## src/rtl/bal_pkg.sv

```systemverilog
// ----------------------------------------------------------------------------
// bal_pkg
// Shared types and constants for the bounded array list core and its cells.
// ----------------------------------------------------------------------------
package bal_pkg;

    localparam int DEPTH     = 16;
    localparam int WORD_BITS = 32;
    localparam int IDX_BITS  = $clog2(DEPTH);
    localparam int CNT_BITS  = $clog2(DEPTH + 1);

    // request codes
    typedef enum logic [2:0] {
        OP_INS_FRONT = 3'd0,
        OP_APPEND    = 3'd1,
        OP_FIND      = 3'd2,
        OP_READ      = 3'd3,
        OP_REMOVE    = 3'd4
    } op_t;

    // result status codes
    typedef enum logic [1:0] {
        STAT_OK        = 2'd0,
        STAT_FULL      = 2'd1,
        STAT_NOT_FOUND = 2'd2,
        STAT_BAD_POS   = 2'd3
    } status_t;

    typedef enum logic {
        S_IDLE,
        S_EXEC
    } fsm_t;

    typedef struct packed {
        logic [2:0]                  op;
        logic signed [WORD_BITS-1:0] value;
        logic [4:0]                  position;
    } in_item_t;

    typedef struct packed {
        logic [1:0]                  status;
        logic [4:0]                  found_index;
        logic signed [WORD_BITS-1:0] read_data;
        logic [4:0]                  count;
        logic                        empty_res;
    } out_item_t;

    // control broadcast from the sequencer to every cell
    typedef struct packed {
        logic                 cmp_en;
        logic [WORD_BITS-1:0] cmp_value;
        logic                 shift_in;
        logic                 append;
        logic                 remove;
        logic [WORD_BITS-1:0] wr_value;
        logic [CNT_BITS-1:0]  count;
    } cell_ctl_t;

endpackage

```

## src/rtl/bal_cell.sv

```systemverilog
// ----------------------------------------------------------------------------
// bal_cell
// One list slot: holds a word, compares it against the request value and
// takes its neighbor's word when the list shifts.
// ----------------------------------------------------------------------------
module bal_cell (
    input  logic                         aclk,
    input  logic                         aresetn,
    input  bal_pkg::cell_ctl_t           ctl,
    input  logic [bal_pkg::IDX_BITS-1:0] idx,
    input  logic [bal_pkg::WORD_BITS-1:0] prev_word,
    input  logic [bal_pkg::WORD_BITS-1:0] next_word,
    input  logic                         seen_in,
    output logic [bal_pkg::WORD_BITS-1:0] word,
    output logic                         seen_out,
    output logic                         first
);
    import bal_pkg::*;

    logic [WORD_BITS-1:0] word_reg;
    logic                 match_reg;
    logic                 valid;

    // slot holds a live entry when it lies below the count
    assign valid = ({1'b0, idx} < ctl.count) ? 1'b1 : 1'b0;

    // registered compare against the incoming item
    always_ff @(posedge aclk) begin
        if (!aresetn) begin
            match_reg <= 1'b0;
        end else if (ctl.cmp_en) begin
            match_reg <= valid && (word_reg == ctl.cmp_value);
        end
    end

    // first-match chain toward the tail
    assign first    = match_reg && !seen_in;
    assign seen_out = match_reg || seen_in;

    // word update: shift back, append at the tail slot, or close a gap
    always_ff @(posedge aclk) begin
        if (ctl.shift_in) begin
            word_reg <= prev_word;
        end else if (ctl.append && ({1'b0, idx} == ctl.count)) begin
            word_reg <= ctl.wr_value;
        end else if (ctl.remove && seen_out) begin
            word_reg <= next_word;
        end
    end

    assign word = word_reg;

endmodule

```

## src/rtl/bounded_array_list_core.sv

```systemverilog
// ----------------------------------------------------------------------------
// bounded_array_list_core
// Ordered list of signed words in a chain of cells with insert, append,
// find, read and remove requests.
// ----------------------------------------------------------------------------
// An accepted item moves the sequencer to its execute state, which registers the
// result once the output is free; no new item is taken until then. The cells
// register their compare on accept; the first-match chain and shift run in execute.
// Reset clears the count, the sequencer and the output valid; the cell words
// are not cleared and only slots below the count are ever observed.
module bounded_array_list_core (
    input  logic                aclk,
    input  logic                aresetn,
    input  logic                s_valid,
    output logic                s_ready,
    input  bal_pkg::in_item_t   s_item,
    output logic                m_valid,
    input  logic                m_ready,
    output bal_pkg::out_item_t  m_item
);
    import bal_pkg::*;

    fsm_t                state_reg, state_next;
    in_item_t            item_reg;
    logic [CNT_BITS-1:0] count_reg, count_next;
    logic                m_valid_reg;
    out_item_t           m_item_reg, m_item_next;
    logic                commit;
    cell_ctl_t           ctl;

    logic [WORD_BITS-1:0] words [DEPTH];
    logic [DEPTH:0]       seen;
    logic [DEPTH-1:0]     first;
    logic [CNT_BITS-1:0]  hit_index;
    logic                 found;
    logic                 full;
    logic [4:0]           pos_m1;

    assign s_ready = (state_reg == S_IDLE);
    assign m_valid = m_valid_reg;
    assign m_item  = m_item_reg;

    assign full  = (count_reg == CNT_BITS'(DEPTH));
    // any match carries through to the end of the chain
    assign found = seen[DEPTH];

    // sequencer state
    always_ff @(posedge aclk) begin
        if (!aresetn) begin
            state_reg   <= S_IDLE;
            count_reg   <= '0;
            m_valid_reg <= 1'b0;
        end else begin
            state_reg <= state_next;
            count_reg <= count_next;
            if (commit) begin
                m_valid_reg <= 1'b1;
            end else if (m_ready) begin
                m_valid_reg <= 1'b0;
            end
        end
    end

    // item and result payload
    always_ff @(posedge aclk) begin
        if (s_valid && s_ready) begin
            item_reg <= s_item;
        end
        if (commit) begin
            m_item_reg <= m_item_next;
        end
    end

    // next state and result
    always_comb begin
        state_next  = state_reg;
        count_next  = count_reg;
        commit      = 1'b0;
        m_item_next = '0;
        pos_m1      = item_reg.position - 5'd1;
        unique case (state_reg)
            S_IDLE: begin
                if (s_valid) begin
                    state_next = S_EXEC;
                end
            end
            S_EXEC: begin
                if (!m_valid_reg || m_ready) begin
                    commit     = 1'b1;
                    state_next = S_IDLE;
                    m_item_next.status = STAT_OK;
                    case (item_reg.op) inside
                        OP_INS_FRONT, OP_APPEND: begin
                            if (full) begin
                                m_item_next.status = STAT_FULL;
                            end else begin
                                count_next = count_reg + 1'b1;
                            end
                        end
                        OP_FIND, OP_REMOVE: begin
                            if (!found) begin
                                m_item_next.status = STAT_NOT_FOUND;
                            end else begin
                                m_item_next.found_index = 5'(hit_index);
                                if (item_reg.op == OP_REMOVE) begin
                                    count_next = count_reg - 1'b1;
                                end
                            end
                        end
                        OP_READ: begin
                            if (item_reg.position == 5'd0 ||
                                item_reg.position > 5'(count_reg)) begin
                                m_item_next.status = STAT_BAD_POS;
                            end else begin
                                m_item_next.read_data = words[pos_m1[IDX_BITS-1:0]];
                            end
                        end
                        default: begin
                        end
                    endcase
                    m_item_next.count     = 5'(count_next);
                    m_item_next.empty_res = (count_next == '0);
                end
            end
            default: begin
                state_next = S_IDLE;
            end
        endcase
    end

    // control broadcast to the cells
    always_comb begin
        ctl.cmp_en    = s_valid && s_ready;
        ctl.cmp_value = s_item.value;
        ctl.shift_in  = commit && (item_reg.op == OP_INS_FRONT) && !full;
        ctl.append    = commit && (item_reg.op == OP_APPEND) && !full;
        ctl.remove    = commit && (item_reg.op == OP_REMOVE);
        ctl.wr_value  = item_reg.value;
        ctl.count     = count_reg;
    end

    // 1-based index of the first matching cell
    always_comb begin
        hit_index = '0;
        for (int i = 0; i < DEPTH; i++) begin
            if (first[i]) begin
                hit_index = hit_index | CNT_BITS'(i + 1);
            end
        end
    end

    assign seen[0] = 1'b0;

    // the cell chain
    for (genvar g = 0; g < DEPTH; g++) begin : g_cell
        logic [WORD_BITS-1:0] prev_w;
        logic [WORD_BITS-1:0] next_w;

        if (g == 0) begin : g_head
            assign prev_w = item_reg.value;
        end else begin : g_mid
            assign prev_w = words[g-1];
        end
        if (g == DEPTH - 1) begin : g_tail
            assign next_w = words[g];
        end else begin : g_body
            assign next_w = words[g+1];
        end

        bal_cell u_cell (
            .aclk      (aclk),
            .aresetn   (aresetn),
            .ctl       (ctl),
            .idx       (IDX_BITS'(g)),
            .prev_word (prev_w),
            .next_word (next_w),
            .seen_in   (seen[g]),
            .word      (words[g]),
            .seen_out  (seen[g+1]),
            .first     (first[g])
        );
    end

endmodule

```

## config.mk

```make
export PLATFORM = sky130hd
export DESIGN_NAME = bounded_array_list_core
export DESIGN_NICKNAME = d
export VERILOG_FILES = /design/src/rtl/bal_pkg.sv /design/src/rtl/bal_cell.sv /design/src/rtl/bounded_array_list_core.sv
export SDC_FILE = /design/constraint.sdc
export NUM_CORES = 2
export LEC_CHECK = 0
export BUFFER_PORTS_ARGS = -buffer_cell sky130_fd_sc_hd__buf_2
export CORE_MARGIN = 2
export CORE_UTILIZATION = 30
export DETAILED_ROUTE_END_ITERATION = 10
export GPL_ROUTABILITY_DRIVEN = 1
export HOLD_SLACK_MARGIN = 0.15
export SYNTH_ARGS = -nofsm -noshare
export SYNTH_HDL_FRONTEND = slang
export SYNTH_SLANG_ARGS = --single-unit
```

## constraint.sdc

```tcl
create_clock -name aclk -period 3.8 [get_ports aclk]
set_clock_uncertainty 0.1 [all_clocks]
set_input_delay 0.57 -clock aclk [delete_from_list [all_inputs] [get_ports aclk]]
set_output_delay 0.57 -clock aclk [all_outputs]
set_load 0.01 [all_outputs]
```

Yosys cells after proc, flatten, opt, wreduce, memory -nomap -nowiden
Index checks and enable logic that the tools add are counted.

cells by class
  $add $sub $neg = 3
  multipliers = 0
  divide/modulo/power cells = 0
  $lt $le $gt $ge = 18
  equal/unequal tests = 36
  shift-type cells = 0
  mux-type cells = 102
  bitwise gates (word level) = 6
  reduce and logical (&&, ||, !) cells = 128

operators by type and width
  cell                                                       count
  2-to-1 mux 32 bit                                          49
  equality test 32 bit                                       16
  binary-select mux 32 bit (select 4 bit)                    1
  logical AND 1 bit                                          68
  nonzero test 3 bit                                         15
  equality test 4 x 5 -> 1 bit, first input constant         8
  less-than comparator 4 x 5 -> 1 bit, first input constant  8
  2-to-1 mux 5 bit                                           8
  2-to-1 mux 4 bit                                           8
  2-to-1 mux 1 bit                                           24
  equality test 3 x 5 -> 1 bit, first input constant         4
  less-than comparator 3 x 5 -> 1 bit, first input constant  4
  zero test 1 bit                                            17
  logical OR 1 bit                                           17
  zero test 5 bit                                            3
  2-to-1 mux 2 bit                                           7
  2-to-1 mux 3 bit                                           4
  equality test 2 x 5 -> 1 bit, first input constant         2
  less-than comparator 1 x 5 -> 1 bit, first input constant  2
  less-than comparator 2 x 5 -> 1 bit, first input constant  2
  OR reduction 8 bit                                         1
  equality test 3 x 2 -> 1 bit, second input constant        2
  OR reduction 6 bit                                         1
  adder 5 x 1 -> 5 bit, second input constant                1
  15 further kinds                                           21

word-level totals
  flip-flop bits (word level) = 620
  latch bits = 0
  memory bits (writable) = 0
  bits in read-only memories = 0
  bits of input ports = 44
  output and inout port bits = 47
  logic and storage cells = 336
  memories kept = 0

Depth between registers and ports, before layout
  depth after elaboration = 21
  gate-level depth with buffers = 13

By module
From an unflattened synthesis, not the netlist that was laid out.

unflattened totals
  cells, all modules = 3762
  area total of the unflattened synthesis = 43192.7 µm²

by module, submodules not included
  module                            instances  cells each  area each (µm²)  seq. area each (µm²)
  bal_cell (g_cell[12].u_cell ...)  13         203         2214.6           980.9
  bounded_array_list_core           1          514         7800.0           2692.6
  bal_cell (g_cell[0].u_cell ...)   3          203         2200.9           980.9

Worst setup path before layout
Ideal clock, no wire load.

  path type = flip-flop to flip-flop
  from = reg item_reg[39] (netlist name)
  to = reg g_cell[15].u_cell.word_reg[0] (enable)
  library setup time = 0.466 ns
  data arrival time = 3.548 ns
  required time = 3.234 ns
  setup slack = -0.313 ns
  stages on the path, launching flop included = 6
  path buffers = 1
  clock period less this slack = 4.113 ns
  cell sequence = edfxtp_1 nor2_1 and4_1 clkbuf_1 nand3_1 o21ai_0

on the way
  longest elaborated chain between the ends = 5

RTL lines
  what                              RTL line                        source
  start, declared                   bounded_array_list_core.sv:24   in_item_t item_reg;
  start signal, assigned            bounded_array_list_core.sv:67   item_reg <= s_item;
  equality test 3 x 1 -> 1 bit      bounded_array_list_core.sv:136  ctl.append = commit && (item_reg.op == OP_APPEND) && !full;
  logical AND 1 bit (2 in a row)    bounded_array_list_core.sv:136
  logical AND 1 bit                 bal_cell.sv:44                  end else if (ctl.append && ({1'b0, idx} == ctl.count)) begin
  nonzero test 2 bit (no line) (*)  --
  end signal, assigned              bal_cell.sv:43                  word_reg <= prev_word;
  end signal, assigned              bal_cell.sv:45                  word_reg <= ctl.wr_value;
  end signal, assigned              bal_cell.sv:47                  word_reg <= next_word;
  end, declared                     bal_cell.sv:20                  logic [WORD_BITS-1:0] word_reg;

Every way passes the cells marked *; elsewhere a longest branch is shown, timed or not.
A chain may end at the register's enable or synchronous reset.

Worst setup path in the final report
  from = reg item_reg[0] (netlist name)
  to = reg m_item_reg, in the netlist m_item[24] (data pin)

on the way
  longest elaborated chain between the ends = 5

RTL lines
  what                                                  RTL line                        source
  subtractor 4 x 1 -> 4 bit                             bounded_array_list_core.sv:80   pos_m1 = item_reg.position - 5'd1;
  inverter 4 -> 5 bit (implied by the code)             bounded_array_list_core.sv:115  m_item_next.read_data = words[pos_m1[IDX_BITS-1:0]];
  binary-select mux 32 bit (select 4 bit)               bounded_array_list_core.sv:115
  2-to-1 mux 32 bit (implied by the code) (2 in a row)  bounded_array_list_core.sv:115
  end signal, assigned                                  bounded_array_list_core.sv:70   m_item_reg <= m_item_next;
  end, declared                                         bounded_array_list_core.sv:27   out_item_t m_item_reg, m_item_next;

Several ways; a longest one is shown, not always the timed one. The select of a mux whose other input is x is not followed.

==> PnR_summary.wiki <==
{| class="wikitable"
! Metric !! Value
|-
| Setup repair after global routing missed its margin || no
|-
| Setup violators final || 0
|-
| Post-CTS repair timing setup buffer count || 0
|-
| PwrDens || between 300 and 400 mW/mm²
|-
| Residual overflow from global routing || 0
|-
| Setup slack after layout || around 0.46 ns
|-
| Syn Std Cell Area || between 0.03 and 0.04 mm²
|-
| Number of vias per cell || 5.82
|-
| Achievable Freq || approximately 300 MHz
|-
| Max Slew Vio Count || 0
|-
| Area of all placed cells without fillers || roughly 0.045 mm²
|-
| Cell count after synthesis || between 3000 and 4000
|-
| Via count of the first global-routing pass || about 28000
|-
| Final critical-path required period || around 3.3 ns
|-
| Count of buffers inserted at the top-level ports || 90
|-
| Root Buffer || clkbuf_16
|-
| Most frequent cell after synthesis || edfxtp_1
|-
| Clock sinks || 620
|-
| DRC Markers || 0
|-
| Final worst path period share || between 80% and 90%
|-
| Worst Path Required || between 4 and 5 ns
|-
| Sequential element share of the synthesized area || a little under half
|-
| Met2 capacity usage during global routing || between 30% and 40%
|-
| Grt met3 use || 6.88%
|-
| Die footprint || between 0.1 and 0.15 mm²
|-
| Leading cell types by total area after synthesis || edfxtp_1, mux2i_1, xnor2_1
|-
| Initial antenna violation count || 21
|-
| Overall track demand over capacity in global routing || 25.1%
|-
| Part of the power in registers || between 40 and 50%
|-
| Total I/O pin count || a little over 90
|-
| Number of synthesized flops with an enable pin || a little under 600
|-
| Total power draw || roughly 17 mW
|-
| DRC marker count from the first detailed-route iteration || around 5700
|-
| Most Used Layer, Global Route || met2
|-
| Clock-pin transition on the worst setup and hold timing paths || ~0.060 ns
|-
| Library cells used by synthesis || 70
|-
| Pin count of the biggest net entering global routing || roughly 170
|-
| Grt met1 use || a little over a third
|-
| Type of the worst setup path || flop to flop
|-
| Number of flip-flops under the largest register name || just over 500
|-
| Outcome || complete, no violations
|-
| Flip-flop and latch area || approximately 0.018 mm²
|-
| Cell types with the highest counts after synthesis || edfxtp_1, nand2_1, mux2i_1
|-
| Synth Flop Type || edfxtp_1
|-
| Top-area cell type share of the netlist area || 44.9%
|-
| H-tree depth || 3
|-
| Final-layout setup total negative slack || 0 ns
|-
| Post-synthesis cell type with the largest combined area || edfxtp_1
|-
| Nets@finish || 3653
|-
| Clock group share of total power || about 41%
|-
| Syn_area_per_cell || around 11 µm²
|-
| Drt wl/cell || approximately 32 µm
|-
| Post-placement cell area || roughly 0.043 mm²
|-
| Share of synthesized registers carrying an async set or reset || 0%
|-
| Clock network latency to the later pin of the worst-skew pair || 0.65 ns
|-
| Overall routed net length || between 150 and 200 mm
|-
| DIE WIDTH || ~370 µm
|-
| Vias || between 30000 and 40000
|-
| Arrival time reported for the critical path endpoint || around 3.6 ns
|-
| Maxcap violations || 0
|-
| TritonCTS clock tree || yes
|-
| Worst-path fanout max || 12
|-
| Wire length of the first global-routing pass || roughly 240 mm
|-
| Clock Tree Buf Depth || 3
|-
| Part of the power in combinational logic || 12.5%
|-
| Core Box Area || 0.132 mm²
|-
| HP Class || input port to flop
|-
| Critical Path Sink Type || flop
|-
| Number of buffers created by CTS || 74
|-
| Number of rows created at floorplan || approximately 130
|-
| Placed wire-length estimate || between 100 and 150 mm
|-
| Routability congestion estimate || roughly 1.1
|-
| Net load switching power || roughly 4.7 mW
|-
| Net count after synthesis || 3662
|-
| VDD IR max || about 0.32 mV
|-
| Switching part of the total || between 20% and 30%
|-
| Post-placement worst setup slack || 0.619 ns
|-
| Starting density of the core || between 30% and 40%
|-
| Worst-margin pin slew || 1.33 ns
|-
| Number of iterations in the first detailed-routing pass || 7
|-
| Filler Cell Count || about 13000
|-
| Remaining antenna violation count after routing || 0
|-
| Standby leakage power || approximately 15 nW
|-
| Worst setup SP type || flop
|-
| Chip Height || 369 µm
|-
| Relative slew slack || around 11%
|-
| Hold Violations, Final || 0
|-
| Number of register bits inferred by synthesis || 620
|-
| Post-route core utilization || around 34%
|-
| Layout cell share with drive strength beyond 1 || ~15%
|-
| Internal power || 12.3 mW
|-
| Area of the multi-input gates || ~0.020 mm²
|-
| Area added between synthesis and finish || 12.8%
|-
| Count of yosys warnings during synthesis || 0
|}
-- per-layer routing --
layer / vias up / part of all wire [%]
met2: 2216 / 42
met4: 20 / 5.3
met3: 352 / 13
met5: - / 0.072
li1: 13200 / -
met1: 15706 / 40
-- critical path: stages (launching register included) --
cell and delay, ns:
edfxtp_1 0.51, inv_1 0.17, ha_4 0.18, xor2_4 0.67
buf_4 0.36, nor2b_1 0.08, a211oi_1 0.68, a211oi_1 0.11
buf_4 0.20
-- path summary, 6_finish.rpt --
path              slack, ns  cells after the start                        start                     endpoint
setup reg to reg       0.46                      8                  item_reg[0]                   m_item[24]
setup / recovery       0.46                      8                  item_reg[0]                   m_item[24]
hold / removal         0.19                      3                      m_ready                      m_valid
hold reg to reg        0.41                      2  g_cell[14].u_cell.match_reg  g_cell[14].u_cell.match_reg
-- power groups by stage --
stage          clock network [mW]  logic (mW)  registers, mW
3_5_place_dp                    0        2.05           7.99
5_1_grt                      7.33        2.18           7.87
6_report                     7.05        2.14           7.86
4_1_cts                      7.08        2.07           7.85
2_1_floorplan                   0        1.19           7.87
3_3_place_gp                    0        2.05           7.99
-- kinds of logic after synthesis --
group                      Yosys count  synth area share (%)
and+or+nand+nor                    889                  10.1
muxes                              642                  20.2
DFF                                620                  46.0
AOI/OAI and AO/OA                  594                  8.36
xor gates and xnor gates           513                  11.3
buffers and inverters              338                  3.69
adders and majority gates           11                 0.345
-- through the flow --
stage	std cells	hold WS [ns]
global placement	5269	0.390
CTS	5409	0.168
detailed placement	5269	0.400
global route	5411	0.205
floorplan	3607	0.354
finish	5413	0.186
-- area by class of cell --
class	instances	area share (%)
Clock inverter	37	0.628
Antenna cell	4	0.0222
Clock buffer	95	4.43
Sequential cell	620	40.8
Multi-Input combinational cell	2649	44.9
Inverter	19	0.158
Tap cell	1755	4.87
Timing Repair Buffer	234	4.19
-- repair_timing --
action	4_1_cts	5_1_grt
hold buffers	8	0
endpoints found under the hold margin	8	0
gates resized for setup	0	0
-- cell usage in the layout (no fill, tap or decap), types with 55 or more instances in the layout --
cell         n
edfxtp_1   597
nand2_1    574
mux2i_1    482
o21ai_0    435
xnor2_1    330
xor2_1     181
mux4_2     128
buf_4      109
buf_2       90
nand4_1     86
clkbuf_16   77
a211oi_1    65
nor4_1      55
Power figures use the tool's default switching activity.
